**config.mk**
```make
export PLATFORM = sky130hd
export DESIGN_NAME = glyph_row_blitter
export DESIGN_NICKNAME = d
export VERILOG_FILES = /design/src/rtl/grb_pkg.sv /design/src/rtl/grb_ctrl.sv /design/src/rtl/grb_datapath.sv /design/src/rtl/glyph_row_blitter.sv
export SDC_FILE = /design/constraint.sdc
export NUM_CORES = 1
export LEC_CHECK = 0
export BUFFER_PORTS_ARGS = -buffer_cell sky130_fd_sc_hd__buf_4
export CAP_MARGIN = 10
export CORE_ASPECT_RATIO = 0.9
export CORE_MARGIN = 1
export CORE_UTILIZATION = 53
export CTS_CLUSTER_SIZE = 14
export DETAILED_ROUTE_END_ITERATION = 16
export PLACE_DENSITY = 0.83
export SLEW_MARGIN = 20
export SYNTH_ARGS = -nofsm -noshare
export SYNTH_HDL_FRONTEND = slang
export SYNTH_SLANG_ARGS = --single-unit
```
**constraint.sdc**
```tcl
create_clock -name aclk -period 4.2 [get_ports aclk]
set_input_delay 0.42 -clock aclk [delete_from_list [all_inputs] [get_ports aclk]]
set_output_delay 0.42 -clock aclk [all_outputs]
set_load 0.03 [all_outputs]
```
**src/rtl/grb_pkg.sv**
```systemverilog
`timescale 1ns / 1ps
`default_nettype none

package grb_pkg;

    localparam int unsigned FRAME_WIDTH = 1024;
    localparam int unsigned PIXEL_BYTES = 2;
    localparam logic [31:0] ROW_BYTES   = 32'(FRAME_WIDTH * PIXEL_BYTES);
    localparam logic [31:0] PIX_STEP    = 32'(PIXEL_BYTES);
    localparam logic [23:0] COLOR_MASK  = (PIXEL_BYTES > 2) ? 24'hFFFFFF : 24'h00FFFF;

    localparam logic [4:0] MAX_COLS    = 5'd16;
    localparam logic [4:0] WIDTH_WIDE  = 5'd12;

    localparam int unsigned S_TDATA_W = 32;
    localparam int unsigned M_TDATA_W = 56;

    typedef enum logic [2:0] {
        CFG_TEXT_COLOR  = 3'd0,
        CFG_BACK_COLOR  = 3'd1,
        CFG_OPAQUE      = 3'd2,
        CFG_ORIGIN_X    = 3'd3,
        CFG_ORIGIN_Y    = 3'd4,
        CFG_GLYPH_WIDTH = 3'd5,
        CFG_FRAME_BASE  = 3'd6
    } cfg_idx_t;

    typedef enum logic [1:0] {
        ST_IDLE,
        ST_LINE,
        ST_FIRST,
        ST_EMIT
    } state_t;

    typedef struct packed {
        logic load;
        logic line;
        logic first;
        logic step;
    } grb_cmd_t;

    typedef struct packed {
        logic last;
    } grb_status_t;

endpackage

`default_nettype wire

```
**src/rtl/grb_ctrl.sv**
```systemverilog
`timescale 1ns / 1ps
`default_nettype none

module grb_ctrl (
    input  wire logic                aclk,
    input  wire logic                aresetn,
    input  wire logic                s_tvalid,
    output logic                     s_tready,
    output logic                     m_tvalid,
    input  wire logic                m_tready,
    input  wire grb_pkg::grb_status_t status,
    output grb_pkg::grb_cmd_t        cmd
);
    import grb_pkg::*;

    state_t state_reg;
    state_t state_next;

    always_ff @(posedge aclk) begin
        if (!aresetn) begin
            state_reg <= ST_IDLE;
        end else begin
            state_reg <= state_next;
        end
    end

    always_comb begin
        state_next = state_reg;
        s_tready   = 1'b0;
        m_tvalid   = 1'b0;
        cmd        = '0;
        case (state_reg)
            ST_IDLE: begin
                s_tready = 1'b1;
                if (s_tvalid) begin
                    cmd.load   = 1'b1;
                    state_next = ST_LINE;
                end
            end
            ST_LINE: begin
                cmd.line   = 1'b1;
                state_next = ST_FIRST;
            end
            ST_FIRST: begin
                cmd.first  = 1'b1;
                state_next = ST_EMIT;
            end
            ST_EMIT: begin
                m_tvalid = 1'b1;
                if (m_tready) begin
                    if (status.last) begin
                        state_next = ST_IDLE;
                    end else begin
                        cmd.step = 1'b1;
                    end
                end
            end
            default: begin
                state_next = ST_IDLE;
            end
        endcase
    end

endmodule

`default_nettype wire

```
**src/rtl/grb_datapath.sv**
```systemverilog
`timescale 1ns / 1ps
`default_nettype none

module grb_datapath (
    input  wire logic                aclk,
    input  wire logic                cfg_wr,
    input  wire logic [2:0]          cfg_index,
    input  wire logic [31:0]         cfg_data,
    input  wire logic                aresetn,
    input  wire logic [15:0]         row_bits,
    input  wire logic [5:0]          row_index,
    input  wire logic [4:0]          col_start,
    input  wire logic [4:0]          col_end,
    input  wire grb_pkg::grb_cmd_t   cmd,
    output grb_pkg::grb_status_t     status,
    output logic [31:0]              byte_address,
    output logic [23:0]              pixel_color,
    output logic                     write_enable
);
    import grb_pkg::*;

    logic [23:0] text_color_reg;
    logic [23:0] back_color_reg;
    logic        opaque_reg;
    logic [11:0] origin_x_reg;
    logic [11:0] origin_y_reg;
    logic [4:0]  glyph_width_reg;
    logic [31:0] frame_base_reg;

    logic [15:0] bits_reg;
    logic [5:0]  row_reg;
    logic [4:0]  col_reg;
    logic [4:0]  end_reg;
    logic        empty_reg;
    logic [31:0] line_reg;
    logic [31:0] addr_reg;

    logic [4:0]  end_sat;
    logic [12:0] row_sum;
    logic [12:0] col_sum;
    logic        bit_on;
    logic [3:0]  col_lo;

    // configuration registers
    always_ff @(posedge aclk) begin
        if (!aresetn) begin
            text_color_reg  <= 24'hFFFFFF;
            back_color_reg  <= 24'h000000;
            opaque_reg      <= 1'b1;
            origin_x_reg    <= 12'd0;
            origin_y_reg    <= 12'd0;
            glyph_width_reg <= 5'd8;
            frame_base_reg  <= 32'd0;
        end else if (cfg_wr) begin
            case (cfg_idx_t'(cfg_index))
                CFG_TEXT_COLOR:  text_color_reg  <= cfg_data[23:0];
                CFG_BACK_COLOR:  back_color_reg  <= cfg_data[23:0];
                CFG_OPAQUE:      opaque_reg      <= cfg_data[0];
                CFG_ORIGIN_X:    origin_x_reg    <= cfg_data[11:0];
                CFG_ORIGIN_Y:    origin_y_reg    <= cfg_data[11:0];
                CFG_GLYPH_WIDTH: glyph_width_reg <= cfg_data[4:0];
                CFG_FRAME_BASE:  frame_base_reg  <= cfg_data;
                default: ;
            endcase
        end
    end

    assign end_sat = (col_end > MAX_COLS) ? MAX_COLS : col_end;
    assign row_sum = {1'b0, origin_y_reg} + {7'd0, row_reg};
    assign col_sum = {1'b0, origin_x_reg} + {8'd0, col_reg};

    always_ff @(posedge aclk) begin
        if (cmd.load) begin
            bits_reg  <= row_bits;
            row_reg   <= row_index;
            col_reg   <= col_start;
            end_reg   <= end_sat;
            empty_reg <= (col_start >= end_sat);
        end else if (cmd.step) begin
            col_reg   <= col_reg + 5'd1;
        end
        if (cmd.line) begin
            line_reg <= 32'(row_sum) * ROW_BYTES;
        end
        if (cmd.first) begin
            addr_reg <= empty_reg ? 32'd0
                      : frame_base_reg + line_reg + 32'(col_sum) * PIX_STEP;
        end else if (cmd.step) begin
            addr_reg <= addr_reg + PIX_STEP;
        end
    end

    assign col_lo = col_reg[3:0];

    // bit order follows the glyph width
    always_comb begin
        if (glyph_width_reg < WIDTH_WIDE) begin
            bit_on = !col_reg[3] && bits_reg[4'd7 - col_lo];
        end else if (glyph_width_reg == WIDTH_WIDE) begin
            bit_on = bits_reg[4'd15 - col_lo];
        end else begin
            bit_on = bits_reg[col_lo];
        end
    end

    always_comb begin
        byte_address = addr_reg;
        write_enable = 1'b0;
        pixel_color  = 24'd0;
        if (!empty_reg) begin
            if (bit_on) begin
                write_enable = 1'b1;
                pixel_color  = text_color_reg & COLOR_MASK;
            end else if (opaque_reg) begin
                write_enable = 1'b1;
                pixel_color  = back_color_reg & COLOR_MASK;
            end
        end
    end

    assign status.last = empty_reg || (({1'b0, col_reg} + 6'd1) == {1'b0, end_reg});

endmodule

`default_nettype wire

```
**src/rtl/glyph_row_blitter.sv**
```systemverilog
`timescale 1ns / 1ps
`default_nettype none

// Glyph row blitter: takes one font glyph row per request (bits, row index and a
// column window) and issues one framebuffer pixel write per column of the window,
// left to right, with tlast on the final one; tuser is the write enable, low when
// a clear bit meets transparent mode. An empty window gives a single result with
// address 0, no write and tlast. Steps: the request is taken, the line address
// is multiplied, the first-column address is added, then one pixel goes out per
// cycle while m_tready is high, for n results in all (1 to 16); a new item is
// taken only in the cycle after the last result of the previous one has gone
// out. Configuration is accepted every cycle and must only be written while
// the block is idle.

module glyph_row_blitter (
    input  wire logic                              aclk,
    input  wire logic                              aresetn,
    input  wire logic                              cfg_valid,
    output logic                                   cfg_ready,
    input  wire logic [2:0]                        cfg_index,
    input  wire logic [31:0]                       cfg_data,
    input  wire logic                              s_tvalid,
    output logic                                   s_tready,
    // row_bits, row_index, col_start, col_end
    input  wire logic [grb_pkg::S_TDATA_W-1:0]     s_tdata,
    output logic                                   m_tvalid,
    input  wire logic                              m_tready,
    output logic [grb_pkg::M_TDATA_W-1:0]          m_tdata,   // byte_address, pixel_color
    output logic                                   m_tuser,   // write_enable
    output logic                                   m_tlast
);
    import grb_pkg::*;

    grb_cmd_t    cmd;
    grb_status_t status;
    logic [31:0] byte_address;
    logic [23:0] pixel_color;

    assign cfg_ready = 1'b1;

    grb_ctrl u_ctrl (
        .aclk     (aclk),
        .aresetn  (aresetn),
        .s_tvalid (s_tvalid),
        .s_tready (s_tready),
        .m_tvalid (m_tvalid),
        .m_tready (m_tready),
        .status   (status),
        .cmd      (cmd)
    );

    grb_datapath u_datapath (
        .aclk         (aclk),
        .cfg_wr       (cfg_valid),
        .cfg_index    (cfg_index),
        .cfg_data     (cfg_data),
        .aresetn      (aresetn),
        .row_bits     (s_tdata[15:0]),
        .row_index    (s_tdata[21:16]),
        .col_start    (s_tdata[26:22]),
        .col_end      (s_tdata[31:27]),
        .cmd          (cmd),
        .status       (status),
        .byte_address (byte_address),
        .pixel_color  (pixel_color),
        .write_enable (m_tuser)
    );

    assign m_tdata = {pixel_color, byte_address};
    assign m_tlast = status.last;

endmodule

`default_nettype wire

```
Yosys cells after proc, flatten, opt, wreduce, memory -nomap -nowiden
Index checks and enable logic that the tools add are counted.
{"block": "totals", "ff_bits": 174, "input_bits": 72, "out_inout_bits": 61, "wordCells": 92}
{"block": "classes", "add_sub_neg": 9, "n_lt_le_gt_ge": 6, "eq_ne": 14, "muxes": 33, "n_reduce_logical": 15}
{"operator": "$mux W32", "n": 3}
{"operator": "$add A32 B14 Y32", "n": 1}
{"operator": "$add A32 B2 Y32 const B", "n": 1}
{"operator": "$add A32 B24 Y32", "n": 1}
{"operator": "$mux W16", "n": 2}
{"operator": "$mux W24", "n": 1}
{"operator": "$mux W1", "n": 17}
{"operator": "$lt A4 B5 Y1 const B", "n": 3}
{"operator": "$mux W5", "n": 3}
{"operator": "$reduce_and A2 Y1", "n": 7}
{"operator": "$add A12 B5 Y13", "n": 1}
{"operator": "$add A12 B6 Y13", "n": 1}
{"operator": "$bmux W1 S4", "n": 3}
{"operator": "$eq A3 B3 Y1 const B", "n": 3}
{"operator": "$pmux W2 S4", "n": 1}
{"operator": "$add A5 B1 Y6 const B", "n": 1}
{"operator": "$eq A3 B2 Y1 const B", "n": 2}
{"operator": "$eq A6 B5 Y1", "n": 1}
{"operator": "$mux W2", "n": 3}
{"operator": "$ne A2 B2 Y1 const B", "n": 3}
{"operator": "$add A5 B1 Y5 const B", "n": 1}
{"operator": "$eq A5 B4 Y1 const B", "n": 1}
{"operator": "$ge A5 B5 Y1", "n": 1}
{"operator": "$gt A5 B5 Y1 const B", "n": 1}
{"operator": "other kinds (13)", "n": 15}

Depth between registers and ports, before layout
{"block": "depth", "depth_word": 8, "ltp_mapped": 20, "mapped_depth_nobuf": 19}

By module
A second synthesis with hierarchy kept.
{"block": "unflattened", "hier_cells": 1097, "hier_area_um2": 10222.3}
{"mod": "grb_datapath", "n_inst": 1, "cells_each": 1076, "area_each_um2": 10042.1, "seq_area_each_um2": 4224.1}
{"mod": "grb_ctrl", "n_inst": 1, "cells_each": 19, "area_each_um2": 168.9, "seq_area_each_um2": 40.0}
{"mod": "glyph_row_blitter", "n_inst": 1, "cells_each": 2, "area_each_um2": 11.3, "seq_area_each_um2": 0.0}

Worst setup path before layout
No wires, ideal clock.
{"block": "synth_path", "kind": "register to register", "startpoint": "register u_datapath.col_reg[0]", "endpoint": "register u_datapath.addr_reg[30] (netlist: u_datapath.byte_address[30]) (data pin)", "setup_time_ps": 261, "arrival_ps": 3965, "required_time_ps": 3939, "setup_slack_ps": -26, "path_stages_with_launch": 20, "n_path_buf": 0, "synth_period_minus_slack_ps": 4226, "cell_sequence": "edfxtp_1 -> ha_1 -> inv_1 -> fa_1 -> inv_1 -> a21oi_1 -> o21bai_1 -> a21oi_1 -> nor2_1 -> nand4_1 -> xnor2_1 -> fa_1 -> ha_1 -> a21oi_1 -> o21ai_0 -> nand2b_1 -> o221ai_1 -> a211oi_1 -> nor4_1 -> a311o_1"}
{"block": "synth_via", "elab_chain_len": 4}
{"element": "start: declaration", "line": "grb_datapath.sv:32", "source": "logic [4:0] col_reg;"}
{"element": "start signal: assignment", "line": "grb_datapath.sv:76", "source": "col_reg <= col_start;"}
{"element": "start signal: assignment", "line": "grb_datapath.sv:80", "source": "col_reg <= col_reg + 5'd1;"}
{"element": "$add A12 B5 Y13", "line": "grb_datapath.sv:70", "source": "assign col_sum = {1'b0, origin_x_reg} + {8'd0, col_reg};"}
{"element": "$add A32 B14 Y32", "line": "grb_datapath.sv:87", "source": ": frame_base_reg + line_reg + 32'(col_sum) * PIX_STEP;"}
{"element": "$mux W32", "line": "grb_datapath.sv:86", "source": "addr_reg <= empty_reg ? 32'd0"}
{"element": "$mux W32", "line": "grb_datapath.sv:85", "source": "if (cmd.first) begin"}
{"element": "end signal: assignment", "line": "grb_datapath.sv:86"}
{"element": "end signal: assignment", "line": "grb_datapath.sv:89", "source": "addr_reg <= addr_reg + PIX_STEP;"}
{"element": "end: declaration", "line": "grb_datapath.sv:36", "source": "logic [31:0] addr_reg;"}
No other way between the ends.
A chain may end at the register's enable or synchronous reset.

Final worst setup path
{"block": "layout_path", "startpoint": "register u_datapath.col_reg[0]", "endpoint": "register u_datapath.addr_reg[26] (netlist: u_datapath.byte_address[26]) (data pin)"}
Same word-level chain as after synthesis.

==> flow_metrics.tcl <==
set metrics [dict create \
    status "finished, final reports clean" \
    path_clk_slew_ns 0.07 \
    start_kind "flop" \
    cts.sinks 174 \
    timing.critical_path.cells "ha_2, inv_2, fa_2, inv_2, a21oi_2, o21bai_1, a21oi_1, nor2_1, buf_4, nand2_2, xnor2_1, ha_1, ha_4, a2111o_1, o211ai_1, a211oi_2, a211oi_2, buf_4, xor2_1, o22ai_1" \
    final_core_util 0.6579 \
    max_stage_delay_ns 0.38 \
    cap_viol_max_count 0 \
    antenna_found_initial 0 \
    fmaxAchievable_mhz 240.1 \
    grt_max_degree 97 \
    grtUsageTotal 0.2611 \
    ys_top_cells_by_area "edfxtp_1 23%, dfxtp_1 19%, nand2_1 9.1%" \
    start_util 0.5461 \
    rr_startpoint "u_datapath.col_reg[0]$_DFFE_PP_" \
    hpwl_um 17790 \
    seq_area_mm2 0.004265 \
    yosysSeqAreaShare 0.4202 \
    rsz0062_at_grt "yes" \
    maxSlewViolCount 0 \
    coreArea_mm2 0.01858 \
    fin_area_mm2 0.01223 \
    final_common_cell "nand2_1" \
    synth_edf_count 78 \
    avgViaCountPerCell 5.757 \
    synth_cells 1098 \
    port_buffers 123 \
    final_cell_mix "242 x nand2_1, 157 x buf_4, 95 x dfxtp_1, 78 x edfxtp_1, 73 x a21boi_0" \
    nets 1362 \
    place_inst 1437 \
    worst_pin_slew_ns 1.007 \
    r2r-end "u_datapath.byte_address[26]$_DFFE_PP_" \
    synth_top_cell_by_area "edfxtp_1" \
    ys_async_sr_fraction 0 \
    nFillCells 1435 \
    place_congestion 0.9261 \
    grt_overflow 0 \
    total_leakage_power_uw 0.004848 \
    dieArea_mm2 0.01970 \
    timing.setup.tns_ns 0 \
    ant_nets 0 \
    first_pass_iters 5 \
    fin_crit_ns 4.165 \
    cts_tree "built" \
    powerDensity_mw_per_mm2 515.0 \
    critical_path_class "flop to flop" \
    synthFlopType "dfxtp_1" \
    clock_path_buffers 2 \
    cp-endpoint "u_datapath.byte_address[26]$_DFFE_PP_" \
    multi_input_area_mm2 0.005679 \
    crit_arrival_ns 4.33 \
    worstPathRequired_ns 4.37 \
    wirelength_um 25620 \
    skew_ns 0.01018 \
    synth_top_area_share 0.2308 \
    drive_gt1_frac 0.2102 \
    reg2reg_slack_ns 0.03 \
    vias 8503 \
    worst-path-max-fanout 3 \
    num_io_pins 133 \
    h-tree-depth 4 \
    grt_first_pass_wirelength_um 40990 \
    cp-startpoint "u_datapath.col_reg[0]$_DFFE_PP_" \
    stdcell_count 1477 \
    area_growth_pct 20.48 \
    wire_per_inst_um 17.34 \
    crit_slowest_cell "a2111o_1" \
    clk-insertion-delay-late_ns 0.44 \
    drc 0 \
    drt_iter0_drc 642 \
    synth_cell_types 55 \
    yosysWarnings 0 \
    synth.ff_latch_count 174 \
    hp-class "input port to flop" \
    antenna_cells 0 \
    die_y_um 133.3 \
    syn_avg_cell_area_um2 9.242 \
    die_w_um 147.9 \
    numCtsBuffers 17 \
    slew_headroom 0.3250 \
    end_kind "flop" \
    root_buffer "clkbuf_16" \
    grt_pass1_vias 8135 \
    placed_area_mm2 0.01133 \
    rows 47 \
    finalHoldViolations 0 \
    peakVddDrop_mv 0.3164 \
    synth_area_mm2 0.01015 \
    final-setup-viol-count 0 \
    r2r_cells 20 \
    period_share 0.9917 \
]
[logic make-up (layout without fill, tap and decap cells)]
kind of cell	after synthesis	after routing	share of synthesized area
fa+ha+maj	71	71	0.09199
buf+inv	107	234	0.04525
compound gates	230	230	0.1577
mux	20	20	0.03095
simple gates	414	414	0.1826
other cells	2	9	0.0007401
xor+xnor	80	80	0.07053
flops	174	174	0.4202
[through the flow]
stage	power [µW]	hold slack, ns	setup WS (ns)
after floorplan	3891	0.4388	0.05468
after global placement	4525	0.4492	0.03268
after detailed placement	4596	0.4562	-0.1019
after CTS	6230	0.1440	-0.03907
after global routing	6578	0.1426	-0.2011
final	6296	0.1569	0.03475
[worst min-delay path by stage]
stage	start	to	slack, ns	depth (start not counted)
finish	s_tdata[2]	u_datapath.bits_reg[2]$_DFFE_PP_	0.16	1
global route	s_tdata[2]	u_datapath.bits_reg[2]$_DFFE_PP_	0.14	1
CTS	s_tdata[9]	u_datapath.bits_reg[9]$_DFFE_PP_	0.14	1
detailed placement	u_datapath.frame_base_reg[0]$_SDFFE_PN0P_	u_datapath.frame_base_reg[0]$_SDFFE_PN0P_	0.46	2
global placement	u_datapath.text_color_reg[10]$_SDFFE_PN1P_	u_datapath.text_color_reg[10]$_SDFFE_PN1P_	0.45	2
floorplan	u_datapath.frame_base_reg[0]$_SDFFE_PN0P_	u_datapath.frame_base_reg[0]$_SDFFE_PN0P_	0.44	2
[synth_stat cells, drive strengths merged, types with 8 or more instances]
cell type  number
nand2         245
o22ai          23
a21o           11
a31o           18
buf            17
nand3          44
a21boi         73
xnor2          42
dfxtp          96
ha             65
inv            42
nor3           26
mux4            9
clkbuf         48
o21bai          8
nand4          12
edfxtp         78
nor2b          16
xor2           37
mux2i          10
o21ai          20
and3            8
a21oi          40
nor2           36
nand2b         10
[final cells by class]
| type | instances | area share |
|---|---|---|
| clock buffer | 22 | 0.04145 |
| clock inverter | 10 | 0.007983 |
| timing repair buffer | 160 | 0.09917 |
| tap | 245 | 0.02507 |
| inverter | 42 | 0.01290 |
| multi-input combinational | 824 | 0.4645 |
| sequential | 174 | 0.3489 |
[power by group]
group          internal, µW  switching (µW)
combinational           915            1420
sequential             2160             196
clock                   926             684
[worst max-delay path, delay by kind of cell, from the launching register on]
kind / cells / cell delay (ns)
AO/OA/AOI/OAI: 8 / 1.57
adder cells (fa/ha/maj): 4 / 1.08
XOR/XNOR: 2 / 0.26
buffers and inverters: 4 / 0.42
flip-flops: 1 / 0.35
AND/OR/NAND/NOR: 2 / 0.20
[per-layer routing]
layer | vias to the layer above | part of all wire | track usage
met5 | - | 0 | 0
met4 | 0 | 0.020 | 0.08362
met1 | 4033 | 0.43 | 0.3393
li1 | 4067 | - | -
met3 | 41 | 0.059 | 0.04452
met2 | 362 | 0.49 | 0.4423
[what timing repair did]
item / CTS / global route
endpoints found under the setup margin: 10 / 20
resized for setup: 8 / 44
pin swaps: 7 / 32
setup buffers: 2 / 6
gates cloned: 0 / 0
hold buffers: 0 / 0
Note: power is estimated with default switching activity, not from simulation.
